File: src/hw/rtl/lcsm_pkg.sv
package lcsm_pkg;

  localparam int DEF_NUM_DISKS   = 8;
  localparam int DEF_SECTOR_BITS = 48;

  localparam int SECTOR_W = 48;
  localparam int LEN_W    = 23;
  localparam int DISK_W   = 3;
  localparam int CFG_W    = 4;
  localparam int STATUS_W = 2;

  localparam logic [CFG_W-1:0] CFG_RESET = 4'd1;

  typedef enum logic [STATUS_W-1:0] {
    ST_MAPPED  = 2'd0,
    ST_RANGE   = 2'd1,
    ST_BARRIER = 2'd2
  } status_e;

  typedef enum logic [1:0] {
    K_MAP     = 2'd0,
    K_BARRIER = 2'd1,
    K_LOAD    = 2'd2
  } kind_e;

  typedef enum logic [1:0] {
    B_IDLE   = 2'd0,
    B_LOAD   = 2'd1,
    B_SEARCH = 2'd2,
    B_PIECE  = 2'd3
  } back_state_e;

  typedef struct packed {
    kind_e               kind;
    logic [SECTOR_W-1:0] sector;
    logic [LEN_W-1:0]    length;
    logic [DISK_W-1:0]   index;
    logic [SECTOR_W-1:0] size;
    logic [SECTOR_W-1:0] offset;
  } item_t;

endpackage

File: src/hw/rtl/lcsm_if.sv
interface lcsm_req_if;
  import lcsm_pkg::*;
  logic                valid;
  logic                ready;
  logic                action;
  logic [SECTOR_W-1:0] start_lba;
  logic [LEN_W-1:0]    length_sectors;
  logic                barrier;
  logic [DISK_W-1:0]   disk_index;
  logic [SECTOR_W-1:0] disk_size;
  logic [SECTOR_W-1:0] disk_offset;

  modport source (
    output valid, action, start_lba, length_sectors, barrier, disk_index, disk_size,
           disk_offset,
    input  ready
  );
  modport sink (
    input  valid, action, start_lba, length_sectors, barrier, disk_index, disk_size,
           disk_offset,
    output ready
  );
endinterface

interface lcsm_rsp_if;
  import lcsm_pkg::*;
  logic                valid;
  logic                ready;
  logic [STATUS_W-1:0] status;
  logic [DISK_W-1:0]   disk;
  logic [SECTOR_W-1:0] device_sector;
  logic [LEN_W-1:0]    piece_sectors;
  logic                last;

  modport source (
    output valid, status, disk, device_sector, piece_sectors, last,
    input  ready
  );
  modport sink (
    input  valid, status, disk, device_sector, piece_sectors, last,
    output ready
  );
endinterface

File: src/hw/rtl/lcsm_front.sv
module lcsm_front #(
  parameter int NumDisks = lcsm_pkg::DEF_NUM_DISKS
) (
  input  logic              clk_i,
  input  logic              rst_ni,
  lcsm_req_if.sink          req_i,
  output lcsm_pkg::item_t   head_o,
  output logic              head_valid_o,
  input  logic              head_pop_i
);
  import lcsm_pkg::*;

  localparam int QDepth = 2;
  localparam int CntW   = $clog2(QDepth + 1);

  item_t           mem_q [QDepth];
  logic            wr_q, wr_d;
  logic            rd_q, rd_d;
  logic [CntW-1:0] cnt_q, cnt_d;
  item_t           item;
  logic            keep;
  logic            push;

  always_comb begin
    item.sector = req_i.start_lba;
    item.length = req_i.length_sectors;
    item.index  = req_i.disk_index;
    item.size   = req_i.disk_size;
    item.offset = req_i.disk_offset;
    if (req_i.action) begin
      item.kind = K_LOAD;
    end else if (req_i.barrier) begin
      item.kind = K_BARRIER;
    end else begin
      item.kind = K_MAP;
    end
    // drop loads aimed past the table
    keep = !req_i.action || (int'(req_i.disk_index) < NumDisks);
  end

  assign req_i.ready  = (cnt_q != CntW'(QDepth));
  assign push         = req_i.valid && req_i.ready && keep;
  assign head_valid_o = (cnt_q != '0);
  assign head_o       = mem_q[rd_q];

  always_comb begin
    wr_d  = push ? ~wr_q : wr_q;
    rd_d  = head_pop_i ? ~rd_q : rd_q;
    cnt_d = cnt_q + CntW'(push) - CntW'(head_pop_i);
  end

  always_ff @(posedge clk_i or negedge rst_ni) begin
    if (!rst_ni) begin
      wr_q  <= 1'b0;
      rd_q  <= 1'b0;
      cnt_q <= '0;
    end else begin
      wr_q  <= wr_d;
      rd_q  <= rd_d;
      cnt_q <= cnt_d;
    end
  end

  always_ff @(posedge clk_i) begin
    if (push) begin
      mem_q[wr_q] <= item;
    end
  end

  a_pop_nonempty: assert property (@(posedge clk_i) disable iff (!rst_ni)
    head_pop_i |-> (cnt_q != '0))
    else $error("pop from empty queue");

  a_no_overflow: assert property (@(posedge clk_i) disable iff (!rst_ni)
    (cnt_q == CntW'(QDepth)) && !head_pop_i |=> (cnt_q == CntW'(QDepth)))
    else $error("queue count slipped while full");

  a_cnt_bound: assert property (@(posedge clk_i) disable iff (!rst_ni)
    push && !head_pop_i |=> (cnt_q == $past(cnt_q) + CntW'(1)))
    else $error("queue count lost a transfer");

endmodule

File: src/hw/rtl/lcsm_back.sv
module lcsm_back #(
  parameter int NumDisks   = lcsm_pkg::DEF_NUM_DISKS,
  parameter int SectorBits = lcsm_pkg::DEF_SECTOR_BITS
) (
  input  logic                       clk_i,
  input  logic                       rst_ni,
  input  lcsm_pkg::item_t            head_i,
  input  logic                       head_valid_i,
  output logic                       head_pop_o,
  input  logic [lcsm_pkg::CFG_W-1:0] disk_count_i,
  lcsm_rsp_if.source                 rsp_o
);
  import lcsm_pkg::*;

  localparam int IdxW = (NumDisks > 1) ? $clog2(NumDisks) : 1;
  localparam int SB   = SectorBits;

  back_state_e state_q, state_d;

  logic [SB-1:0]   end_q   [NumDisks];
  logic [SB-1:0]   first_q [NumDisks];
  logic [SB-1:0]   base_q  [NumDisks];
  logic [NumDisks-1:0] bad_q;

  logic [IdxW-1:0] ld_idx_q;
  logic [SB-1:0]   ld_end_q, ld_os_q, ld_size_q;

  logic [SB-1:0]    sector_q;
  logic [LEN_W-1:0] remain_q;
  logic [SB:0]      sum_q;
  logic [IdxW-1:0]  d_q;
  logic             found_q;

  logic                out_vq;
  status_e             st_q;
  logic [DISK_W-1:0]   dk_q;
  logic [SECTOR_W-1:0] dev_q;
  logic [LEN_W-1:0]    pc_q;
  logic                last_q;

  logic [SB-1:0]   head_sect, head_size, head_off;
  logic [IdxW-1:0] hd_idx, rd_addr;
  logic [SB-1:0]   end_rd, prev_end, end_n, os_n;
  logic [SB:0]     sat_sum;
  logic [SB-1:0]   src_sect;
  logic [LEN_W-1:0] src_rem;
  logic [NumDisks-1:0] hit;
  logic            found_n;
  logic [IdxW-1:0] d_n;
  logic [SB:0]     sum_n;
  logic [SB-1:0]   f_rd, b_rd, dev;
  logic            ok, lt;
  logic [LEN_W-1:0] avail, piece, rem_nx;

  logic                emit_ok, emit, load_cap, load_wr, srch_cap, step;
  status_e             e_status;
  logic [DISK_W-1:0]   e_disk;
  logic [SECTOR_W-1:0] e_dev;
  logic [LEN_W-1:0]    e_len;
  logic                e_last;

  assign head_sect = SB'(head_i.sector);
  assign head_size = SB'(head_i.size);
  assign head_off  = SB'(head_i.offset);
  assign hd_idx    = IdxW'(head_i.index);

  // one read port on the end table: previous entry for a load, found disk otherwise
  assign rd_addr  = (state_q == B_IDLE) ? (hd_idx - IdxW'(1)) : d_q;
  assign end_rd   = end_q[rd_addr];
  assign prev_end = (head_i.index == '0) ? '0 : end_rd;
  assign sat_sum  = {1'b0, prev_end} + {1'b0, head_size};
  assign end_n    = sat_sum[SB] ? '1 : sat_sum[SB-1:0];
  assign os_n     = head_off + head_size;

  assign src_sect = (state_q == B_IDLE) ? head_sect : sector_q;
  assign src_rem  = (state_q == B_IDLE) ? head_i.length : remain_q;
  assign sum_n    = {1'b0, src_sect} + (SB+1)'(src_rem);

  always_comb begin
    found_n = 1'b0;
    d_n     = '0;
    for (int i = 0; i < NumDisks; i++) begin
      hit[i] = ((i == 0) || (i < int'(disk_count_i))) && (end_q[i] > src_sect);
    end
    for (int i = NumDisks - 1; i >= 0; i--) begin
      if (hit[i]) begin
        found_n = 1'b1;
        d_n     = IdxW'(i);
      end
    end
  end

  assign f_rd   = first_q[d_q];
  assign b_rd   = base_q[d_q];
  assign ok     = found_q && !bad_q[d_q] && (sector_q >= f_rd);
  assign lt     = (sum_q < {1'b0, end_rd});
  assign avail  = LEN_W'(end_rd - sector_q);
  assign piece  = lt ? remain_q : avail;
  assign rem_nx = lt ? '0 : LEN_W'(sum_q - {1'b0, end_rd});
  assign dev    = sector_q + b_rd;

  assign emit_ok = !out_vq || rsp_o.ready;

  always_comb begin
    state_d    = state_q;
    head_pop_o = 1'b0;
    emit       = 1'b0;
    load_cap   = 1'b0;
    load_wr    = 1'b0;
    srch_cap   = 1'b0;
    step       = 1'b0;
    e_status   = ST_MAPPED;
    e_disk     = '0;
    e_dev      = '0;
    e_len      = '0;
    e_last     = 1'b1;
    case (state_q)
      B_IDLE: begin
        if (head_valid_i) begin
          case (head_i.kind)
            K_LOAD: begin
              head_pop_o = 1'b1;
              load_cap   = 1'b1;
              state_d    = B_LOAD;
            end
            K_BARRIER: begin
              if (emit_ok) begin
                head_pop_o = 1'b1;
                emit       = 1'b1;
                e_status   = ST_BARRIER;
              end
            end
            K_MAP: begin
              head_pop_o = 1'b1;
              srch_cap   = 1'b1;
              state_d    = B_PIECE;
            end
            default: begin
              head_pop_o = 1'b1;
            end
          endcase
        end
      end
      B_LOAD: begin
        load_wr = 1'b1;
        state_d = B_IDLE;
      end
      B_SEARCH: begin
        srch_cap = 1'b1;
        state_d  = B_PIECE;
      end
      B_PIECE: begin
        if (emit_ok) begin
          emit = 1'b1;
          if (!ok) begin
            e_status = ST_RANGE;
            e_len    = remain_q;
            state_d  = B_IDLE;
          end else begin
            e_disk = DISK_W'(d_q);
            e_dev  = SECTOR_W'(dev);
            e_len  = piece;
            e_last = (rem_nx == '0);
            if (rem_nx == '0) begin
              state_d = B_IDLE;
            end else begin
              step    = 1'b1;
              state_d = B_SEARCH;
            end
          end
        end
      end
      default: begin
        state_d = B_IDLE;
      end
    endcase
  end

  always_ff @(posedge clk_i or negedge rst_ni) begin
    if (!rst_ni) begin
      state_q <= B_IDLE;
      out_vq  <= 1'b0;
      bad_q   <= '0;
      for (int i = 0; i < NumDisks; i++) begin
        end_q[i]   <= '0;
        first_q[i] <= '0;
        base_q[i]  <= '0;
      end
    end else begin
      state_q <= state_d;
      if (emit) begin
        out_vq <= 1'b1;
      end else if (rsp_o.ready) begin
        out_vq <= 1'b0;
      end
      if (load_wr) begin
        end_q[ld_idx_q]   <= ld_end_q;
        first_q[ld_idx_q] <= ld_end_q - ld_size_q;
        base_q[ld_idx_q]  <= ld_os_q - ld_end_q;
        bad_q[ld_idx_q]   <= (ld_size_q > ld_end_q);
      end
    end
  end

  always_ff @(posedge clk_i) begin
    if (load_cap) begin
      ld_idx_q  <= hd_idx;
      ld_end_q  <= end_n;
      ld_os_q   <= os_n;
      ld_size_q <= head_size;
    end
    if (srch_cap) begin
      sector_q <= src_sect;
      remain_q <= src_rem;
      sum_q    <= sum_n;
      d_q      <= d_n;
      found_q  <= found_n;
    end else if (step) begin
      sector_q <= end_rd;
      remain_q <= rem_nx;
    end
    if (emit) begin
      st_q   <= e_status;
      dk_q   <= e_disk;
      dev_q  <= e_dev;
      pc_q   <= e_len;
      last_q <= e_last;
    end
  end

  assign rsp_o.valid         = out_vq;
  assign rsp_o.status        = st_q;
  assign rsp_o.disk          = dk_q;
  assign rsp_o.device_sector = dev_q;
  assign rsp_o.piece_sectors = pc_q;
  assign rsp_o.last          = last_q;

  a_search_remain: assert property (@(posedge clk_i) disable iff (!rst_ni)
    (state_q == B_SEARCH) |-> (remain_q != '0))
    else $error("split continued with nothing left");

  a_sector_grows: assert property (@(posedge clk_i) disable iff (!rst_ni)
    (state_q == B_SEARCH) |-> (sector_q > $past(sector_q)))
    else $error("split did not advance the sector");

  a_found_end: assert property (@(posedge clk_i) disable iff (!rst_ni)
    (state_q == B_PIECE) && found_q |-> (end_rd > sector_q))
    else $error("found disk ends at or before the sector");

  a_pop_idle: assert property (@(posedge clk_i) disable iff (!rst_ni)
    head_pop_o |-> head_valid_i && (state_q == B_IDLE))
    else $error("item taken outside idle");

endmodule

File: src/hw/rtl/linear_concat_sector_mapper.sv
// channel  | dir | modport             | payload
// req_i    | in  | lcsm_req_if.sink    | action, start_lba, length_sectors, barrier,
//          |     |                     | disk_index, disk_size, disk_offset
// rsp_o    | out | lcsm_rsp_if.source  | status, disk, device_sector, piece_sectors, last
// cfg      | in  | cfg_we_i/wdata_i    | disk_count
//
// A map request goes through the back sequencer piece by piece (a search of the
// disk ends in use, then a split), a load through a capture and then a table write,
// and a barrier is answered straight from idle; a two-entry queue lets transfers in
// while the back works. Reset clears the disk table and sets disk_count to one.
// A stalled rsp_o holds the back only; req_i stalls when the queue is full.
module linear_concat_sector_mapper #(
  parameter int NUM_DISKS   = lcsm_pkg::DEF_NUM_DISKS,
  parameter int SECTOR_BITS = lcsm_pkg::DEF_SECTOR_BITS
) (
  input  logic                       clk_i,
  input  logic                       rst_ni,
  lcsm_req_if.sink                   req_i,
  lcsm_rsp_if.source                 rsp_o,
  input  logic                       cfg_we_i,
  input  logic [lcsm_pkg::CFG_W-1:0] cfg_wdata_i
);
  import lcsm_pkg::*;

  logic [CFG_W-1:0] count_q, count_d;
  item_t            head;
  logic             head_valid;
  logic             head_pop;

  assign count_d = cfg_we_i ? cfg_wdata_i : count_q;

  always_ff @(posedge clk_i or negedge rst_ni) begin
    if (!rst_ni) begin
      count_q <= CFG_RESET;
    end else begin
      count_q <= count_d;
    end
  end

  lcsm_front #(
    .NumDisks (NUM_DISKS)
  ) u_front (
    .clk_i        (clk_i),
    .rst_ni       (rst_ni),
    .req_i        (req_i),
    .head_o       (head),
    .head_valid_o (head_valid),
    .head_pop_i   (head_pop)
  );

  lcsm_back #(
    .NumDisks   (NUM_DISKS),
    .SectorBits (SECTOR_BITS)
  ) u_back (
    .clk_i        (clk_i),
    .rst_ni       (rst_ni),
    .head_i       (head),
    .head_valid_i (head_valid),
    .head_pop_o   (head_pop),
    .disk_count_i (count_q),
    .rsp_o        (rsp_o)
  );

endmodule
File: src/flat_wrapper.sv
// flat-port wrapper written by rule: the top's interface ports become plain ports
module linear_concat_sector_mapper_flat import lcsm_pkg::*;
#(
  parameter int NUM_DISKS   = lcsm_pkg::DEF_NUM_DISKS,
  parameter int SECTOR_BITS = lcsm_pkg::DEF_SECTOR_BITS
)
  (clk_i, rst_ni, cfg_we_i, cfg_wdata_i, req_i_valid, req_i_action, req_i_start_lba, req_i_length_sectors, req_i_barrier, req_i_disk_index, req_i_disk_size, req_i_disk_offset, req_i_ready, rsp_o_valid, rsp_o_status, rsp_o_disk, rsp_o_device_sector, rsp_o_piece_sectors, rsp_o_last, rsp_o_ready);
  lcsm_req_if req_i_i ();
  lcsm_rsp_if rsp_o_i ();
  input  logic clk_i;
  input  logic rst_ni;
  input  logic cfg_we_i;
  input  logic [lcsm_pkg::CFG_W-1:0] cfg_wdata_i;
  input wire logic [$bits(req_i_i.valid)-1:0] req_i_valid;
  input wire logic [$bits(req_i_i.action)-1:0] req_i_action;
  input wire logic [$bits(req_i_i.start_lba)-1:0] req_i_start_lba;
  input wire logic [$bits(req_i_i.length_sectors)-1:0] req_i_length_sectors;
  input wire logic [$bits(req_i_i.barrier)-1:0] req_i_barrier;
  input wire logic [$bits(req_i_i.disk_index)-1:0] req_i_disk_index;
  input wire logic [$bits(req_i_i.disk_size)-1:0] req_i_disk_size;
  input wire logic [$bits(req_i_i.disk_offset)-1:0] req_i_disk_offset;
  output wire logic [$bits(req_i_i.ready)-1:0] req_i_ready;
  output wire logic [$bits(rsp_o_i.valid)-1:0] rsp_o_valid;
  output wire logic [$bits(rsp_o_i.status)-1:0] rsp_o_status;
  output wire logic [$bits(rsp_o_i.disk)-1:0] rsp_o_disk;
  output wire logic [$bits(rsp_o_i.device_sector)-1:0] rsp_o_device_sector;
  output wire logic [$bits(rsp_o_i.piece_sectors)-1:0] rsp_o_piece_sectors;
  output wire logic [$bits(rsp_o_i.last)-1:0] rsp_o_last;
  input wire logic [$bits(rsp_o_i.ready)-1:0] rsp_o_ready;
  assign req_i_i.valid = req_i_valid;
  assign req_i_i.action = req_i_action;
  assign req_i_i.start_lba = req_i_start_lba;
  assign req_i_i.length_sectors = req_i_length_sectors;
  assign req_i_i.barrier = req_i_barrier;
  assign req_i_i.disk_index = req_i_disk_index;
  assign req_i_i.disk_size = req_i_disk_size;
  assign req_i_i.disk_offset = req_i_disk_offset;
  assign req_i_ready = req_i_i.ready;
  assign rsp_o_valid = rsp_o_i.valid;
  assign rsp_o_status = rsp_o_i.status;
  assign rsp_o_disk = rsp_o_i.disk;
  assign rsp_o_device_sector = rsp_o_i.device_sector;
  assign rsp_o_piece_sectors = rsp_o_i.piece_sectors;
  assign rsp_o_last = rsp_o_i.last;
  assign rsp_o_i.ready = rsp_o_ready;
  linear_concat_sector_mapper #(.NUM_DISKS(NUM_DISKS), .SECTOR_BITS(SECTOR_BITS)) u_core (.clk_i(clk_i), .rst_ni(rst_ni), .req_i(req_i_i), .rsp_o(rsp_o_i), .cfg_we_i(cfg_we_i), .cfg_wdata_i(cfg_wdata_i));
endmodule
File: config.mk
export PLATFORM = sky130hd
export DESIGN_NAME = linear_concat_sector_mapper_flat
export DESIGN_NICKNAME = d
export VERILOG_FILES = /design/src/hw/rtl/lcsm_pkg.sv /design/src/hw/rtl/lcsm_if.sv /design/src/hw/rtl/lcsm_front.sv /design/src/hw/rtl/lcsm_back.sv /design/src/hw/rtl/linear_concat_sector_mapper.sv /design/src/flat_wrapper.sv
export SDC_FILE = /design/constraint.sdc
export NUM_CORES = 2
export LEC_CHECK = 0
export ABC_CLOCK_PERIOD_IN_PS = 11900
export BUFFER_PORTS_ARGS = -buffer_cell sky130_fd_sc_hd__buf_2
export CELL_PAD_IN_SITES_DETAIL_PLACEMENT = 0
export CELL_PAD_IN_SITES_GLOBAL_PLACEMENT = 1
export CORE_MARGIN = 10
export CORE_UTILIZATION = 46
export CTS_CLUSTER_SIZE = 30
export DETAILED_ROUTE_END_ITERATION = 8
export PLACE_DENSITY = 0.73
export SETUP_SLACK_MARGIN = 0.15
export SYNTH_ARGS = -nofsm -noshare
export SYNTH_HDL_FRONTEND = slang
export SYNTH_HIERARCHICAL = 1
export SYNTH_SLANG_ARGS = --single-unit
File: constraint.sdc
create_clock -name clk_i -period 11.9 [get_ports clk_i]
set_clock_uncertainty 0.05 [all_clocks]
set_input_delay 1.785 -clock clk_i [delete_from_list [all_inputs] [get_ports clk_i]]
set_output_delay 1.785 -clock clk_i [all_outputs]
set_load 0.01 [all_outputs]
==> metrics.md <==
| Metric | Value |
|---|---|
| Status | completed |
| Mapped Avg Cell Area | between 10 and 15 µm² |
| Top Ports | 260 |
| # Post-CTS Setup Buffers | 0 |
| TritonRoute pass-1 iters | 8 |
| Worst hold-check path type | reg -> reg |
| DR vias | 81260 |
| Max frequency | around 0.11 GHz |
| Sequential-to-total area share from yosys stat | 48.29% |
| Commonest cells after routing, fill and taps aside | nand2_1, o21ai_0, dfrtp_1, ha_1, edfxtp_1 |
| FF-to-FF path depth | 21 |
| Vias/cell | ~6 |
| Xor/xnor share of the synthesized area | between 2 and 2.5% |
| Slowest CP cell | dfrtp_4 |
| Mux share of post-synthesis cell area | between 7 and 8% |
| Die Height | 494.9 µm |
| Resized cells post-CTS | 0 |
| Simple-Gate Fraction of Synth Area | about 14% |
| Max-Slew Margin vs Limit | between 6 and 7% |
| Cell mode on critical path | buf_4 |
| Ys Warns | 6 |
| TritonCTS clock tree | yes |
| Placed cell area | ~110000 µm² |
| Syn Inst Count | 10330 |
| Max-Cap Viols | 0 |
| DIE AREA | about 240000 µm² |
| Worst-Skew Late Latency | about 890 ps |
| Mapped Nets | 11290 |
| Slew Limit Fails | 0 |
| CP Class | reg -> reg |
| Fin util | between 50 and 60% |
| Final ANT Viol Nets | 0 |
| GRT Total Usage | 28.82% |
| Maximum number of pins on one net before global-route repair | ~180 |
| DRC | 0 |
| Final wirelength | approximately 360000 µm |
| Cell Area, Synth | approximately 100000 µm² |
| Hold Buf Count CTS | 0 |
| Compound-Gate Fraction of Synth Area | about 15% |
| H-tree Lvls | 4 |
| Hpwl dp | roughly 260000 µm |
| Initial drt markers | 8259 |
| Tmin final | about 9000 ps |
| Initial antenna violation count | 13 |
| Die W | 494.9 µm |
| IO buf count | around 260 |
| Dpl cells | 13230 |
| Final #Nets | 11400 |
| Clk buf depth | 3 |
| Core Box Area | 224700 µm² |
| #FFs+latches synth | 1863 |
| Slew @ Worst Pin | 1395 ps |
| Dominant synthesized flop cell | dfrtp_1 |
| CP Data Arrival Time | roughly 9400 ps |
| Final Instance Count excl. Fillers | around 14000 |
| Vias in the first global route | 78290 |
| Clock buffer count from CTS | between 200 and 250 |
| Synth-to-layout area growth | 11.34% |
| Final Hold Viols | 0 |
| Synth async-reset ratio | between 60 and 70% |
| Layout cells sized above 1 | between 10% and 20% |
| Design area | ~120000 µm² |
| Synth Area in Adders | a little under a tenth |
| Max FO, Critical Path | 69 |
| CTS root buf | clkbuf_16 |
| Endpoints failing setup | 0 |
| Crit path launch type | flip-flop |
| First-pass GRT wire length | 528900 µm |
| Max stage delay on crit path | approximately 1000 ps |
| Clk sinks | ~1900 |
| Total grt overflow | 0 |
| Largest family of logic cells by synthesized area | compound AO/OA/AOI/OAI gates |
| Post-synth EDFFs | between 600 and 700 |
| FP Rows | about 170 |
| Per-cell routed wire length | 26.54 µm |
| Synth unique cells | 90 |
| Setup TNS after final layout | 0 ps |
| Endpoint class of the critical path | flip-flop |
| Initial Util | 46.17% |
| Period utilisation layout | between 70 and 80% |
| Critical path data required time | 12360 ps |
| Hold Path Stages | 2 |
| Worst path cell trace | mux2_2 -> inv_1 -> ha_1 -> a21o_4 -> buf_4 -> nand2_1 -> nand3_1 -> nand2_1 -> o21ai_0 -> inv_1 -> ha_1 -> and3_1 -> nor4b_1 -> o21ai_0 -> o211ai_1 -> buf_4 -> nand2b_1 -> buf_4 -> or3_1 -> nand2_4 -> buf_4 |
| Commonest non-fill, non-tap cell in the layout | nand2_1 |
| Placer Congestion | between 0.9 and 1 |
| Worst-path clk slew | about 60 ps |
| RSZ-0062 raised after global routing | false |
logic make-up (layout without fill, tap and decap cells):
kind of cell,after synthesis,in the layout
adders and majority gates,778,778
xor gates and xnor gates,287,287
and+or+nand+nor,3386,3386
muxes,537,537
other,0,4
DFF,1863,1863
buffers and inverters,821,1121
AOI/OAI and AO/OA,2656,2656
synthesized netlist by cell type, types with 11 or more instances:
library cell | number | share of area [%]
xor2_1 | 114 | 0.96
mux2_2 | 201 | 2.2
or2_2 | 24 | 0.14
a21boi_0 | 14 | 0.10
mux4_2 | 194 | 4.2
and2_1 | 73 | 0.44
edfxtp_1 | 692 | 20
ha_1 | 770 | 9.3
or3_1 | 36 | 0.22
nor2b_1 | 64 | 0.39
inv_1 | 293 | 1.1
a31oi_1 | 39 | 0.24
o41ai_1 | 12 | 0.10
nand2b_1 | 60 | 0.36
nor3_1 | 78 | 0.38
o211ai_1 | 30 | 0.22
nor3b_1 | 11 | 0.080
a211oi_1 | 42 | 0.30
a221oi_1 | 15 | 0.13
a21oi_1 | 484 | 2.3
clkbuf_1 | 446 | 1.6
a211o_1 | 19 | 0.16
buf_1 | 54 | 0.20
a2111oi_0 | 16 | 0.14
o31a_1 | 11 | 0.093
o21ai_0 | 1434 | 6.9
nand2_1 | 2034 | 7.4
o21bai_1 | 37 | 0.27
and3_1 | 38 | 0.23
nand3_1 | 351 | 1.7
nand4_1 | 134 | 0.81
dfrtp_1 | 1170 | 28
clkbuf_8 | 14 | 0.19
or4_1 | 15 | 0.11
a21o_1 | 303 | 2.2
mux2i_1 | 141 | 1.4
nand3b_1 | 11 | 0.080
nor4_1 | 15 | 0.090
o31ai_1 | 30 | 0.22
xnor2_1 | 173 | 1.5
nor2_1 | 415 | 1.5
o21a_1 | 60 | 0.43
final cells by class:
cell class	count	area, µm²
Antenna cell	4	10.01
Sequential cell	1863	50090
Fill cell	20450	109200
Tap cell	2992	3744
Clock inverter	118	1320
Inverter	297	1122
Clock buffer	276	5786
Multi-Input combinational cell	7644	50630
Timing Repair Buffer	430	2778
critical path: cells and delay by family (launching register included):
family | cells | cell delay (ps)
compound gates | 4 | 2000
fa+ha+maj | 2 | 710
buf+inv | 6 | 2170
flops | 1 | 1040
mux | 1 | 460
simple gates | 8 | 1850
flip-flops by register name (all words and copies together), names as in the netlist, 2 cells and up:
name,cells
u_core/u_back/end_q,384
u_core/u_back/ld_idx_q,3
u_core/u_back/sector_q,48
u_core/u_back/ld_end_q,48
u_core/u_front/mem_q,344
u_core/u_back/ld_size_q,48
u_core/u_back/base_q,384
u_core/u_back/state_q,2
u_core/count_q,4
u_core/u_back/rsp_o.status,2
u_core/u_back/remain_q,23
u_core/u_back/bad_q,8
u_core/u_back/rsp_o.disk,3
u_core/u_back/d_q,3
u_core/u_back/first_q,384
u_core/u_back/rsp_o.piece_sectors,23
u_core/u_back/sum_q,49
u_core/u_back/rsp_o.device_sector,48
u_core/u_front/cnt_q,2
u_core/u_back/ld_os_q,48
stage by stage:
| stage | hold WS (ps) | setup slack [ps] |
|---|---|---|
| after floorplan | 393.2 | 2116 |
| after global placement | 406.1 | 3339 |
| after detailed placement | 414.7 | 3179 |
| after CTS | 427.9 | 3128 |
| after global routing | 441.5 | 2631 |
| final | 423.0 | 2944 |
worst paths after layout:
kind,from,to,slack (ps)
max in group asynchronous,rst_ni,u_core/u_back/first_q[306],8160
max,u_core/u_front/rd_q,u_core/u_back/sector_q[47],2940
min,u_core/u_back/first_q[84],u_core/u_back/first_q[84],420
max reg2reg,u_core/u_front/rd_q,u_core/u_back/sector_q[47],2940
min reg2reg,u_core/u_back/first_q[84],u_core/u_back/first_q[84],420
min in group asynchronous,rst_ni,u_core/u_front/cnt_q[1],880
layer usage:
layer,global-route usage [%],vias up,part of all wire (%)
met3,5.577,546,8.6
met5,0,-,0.018
li1,-,37310,-
met2,41.93,3250,42
met1,42.93,40150,46
met4,9.785,10,3.7
Power is not shown: default switching activity piles up to over one toggle a cycle in this logic, so the estimate is an artifact.
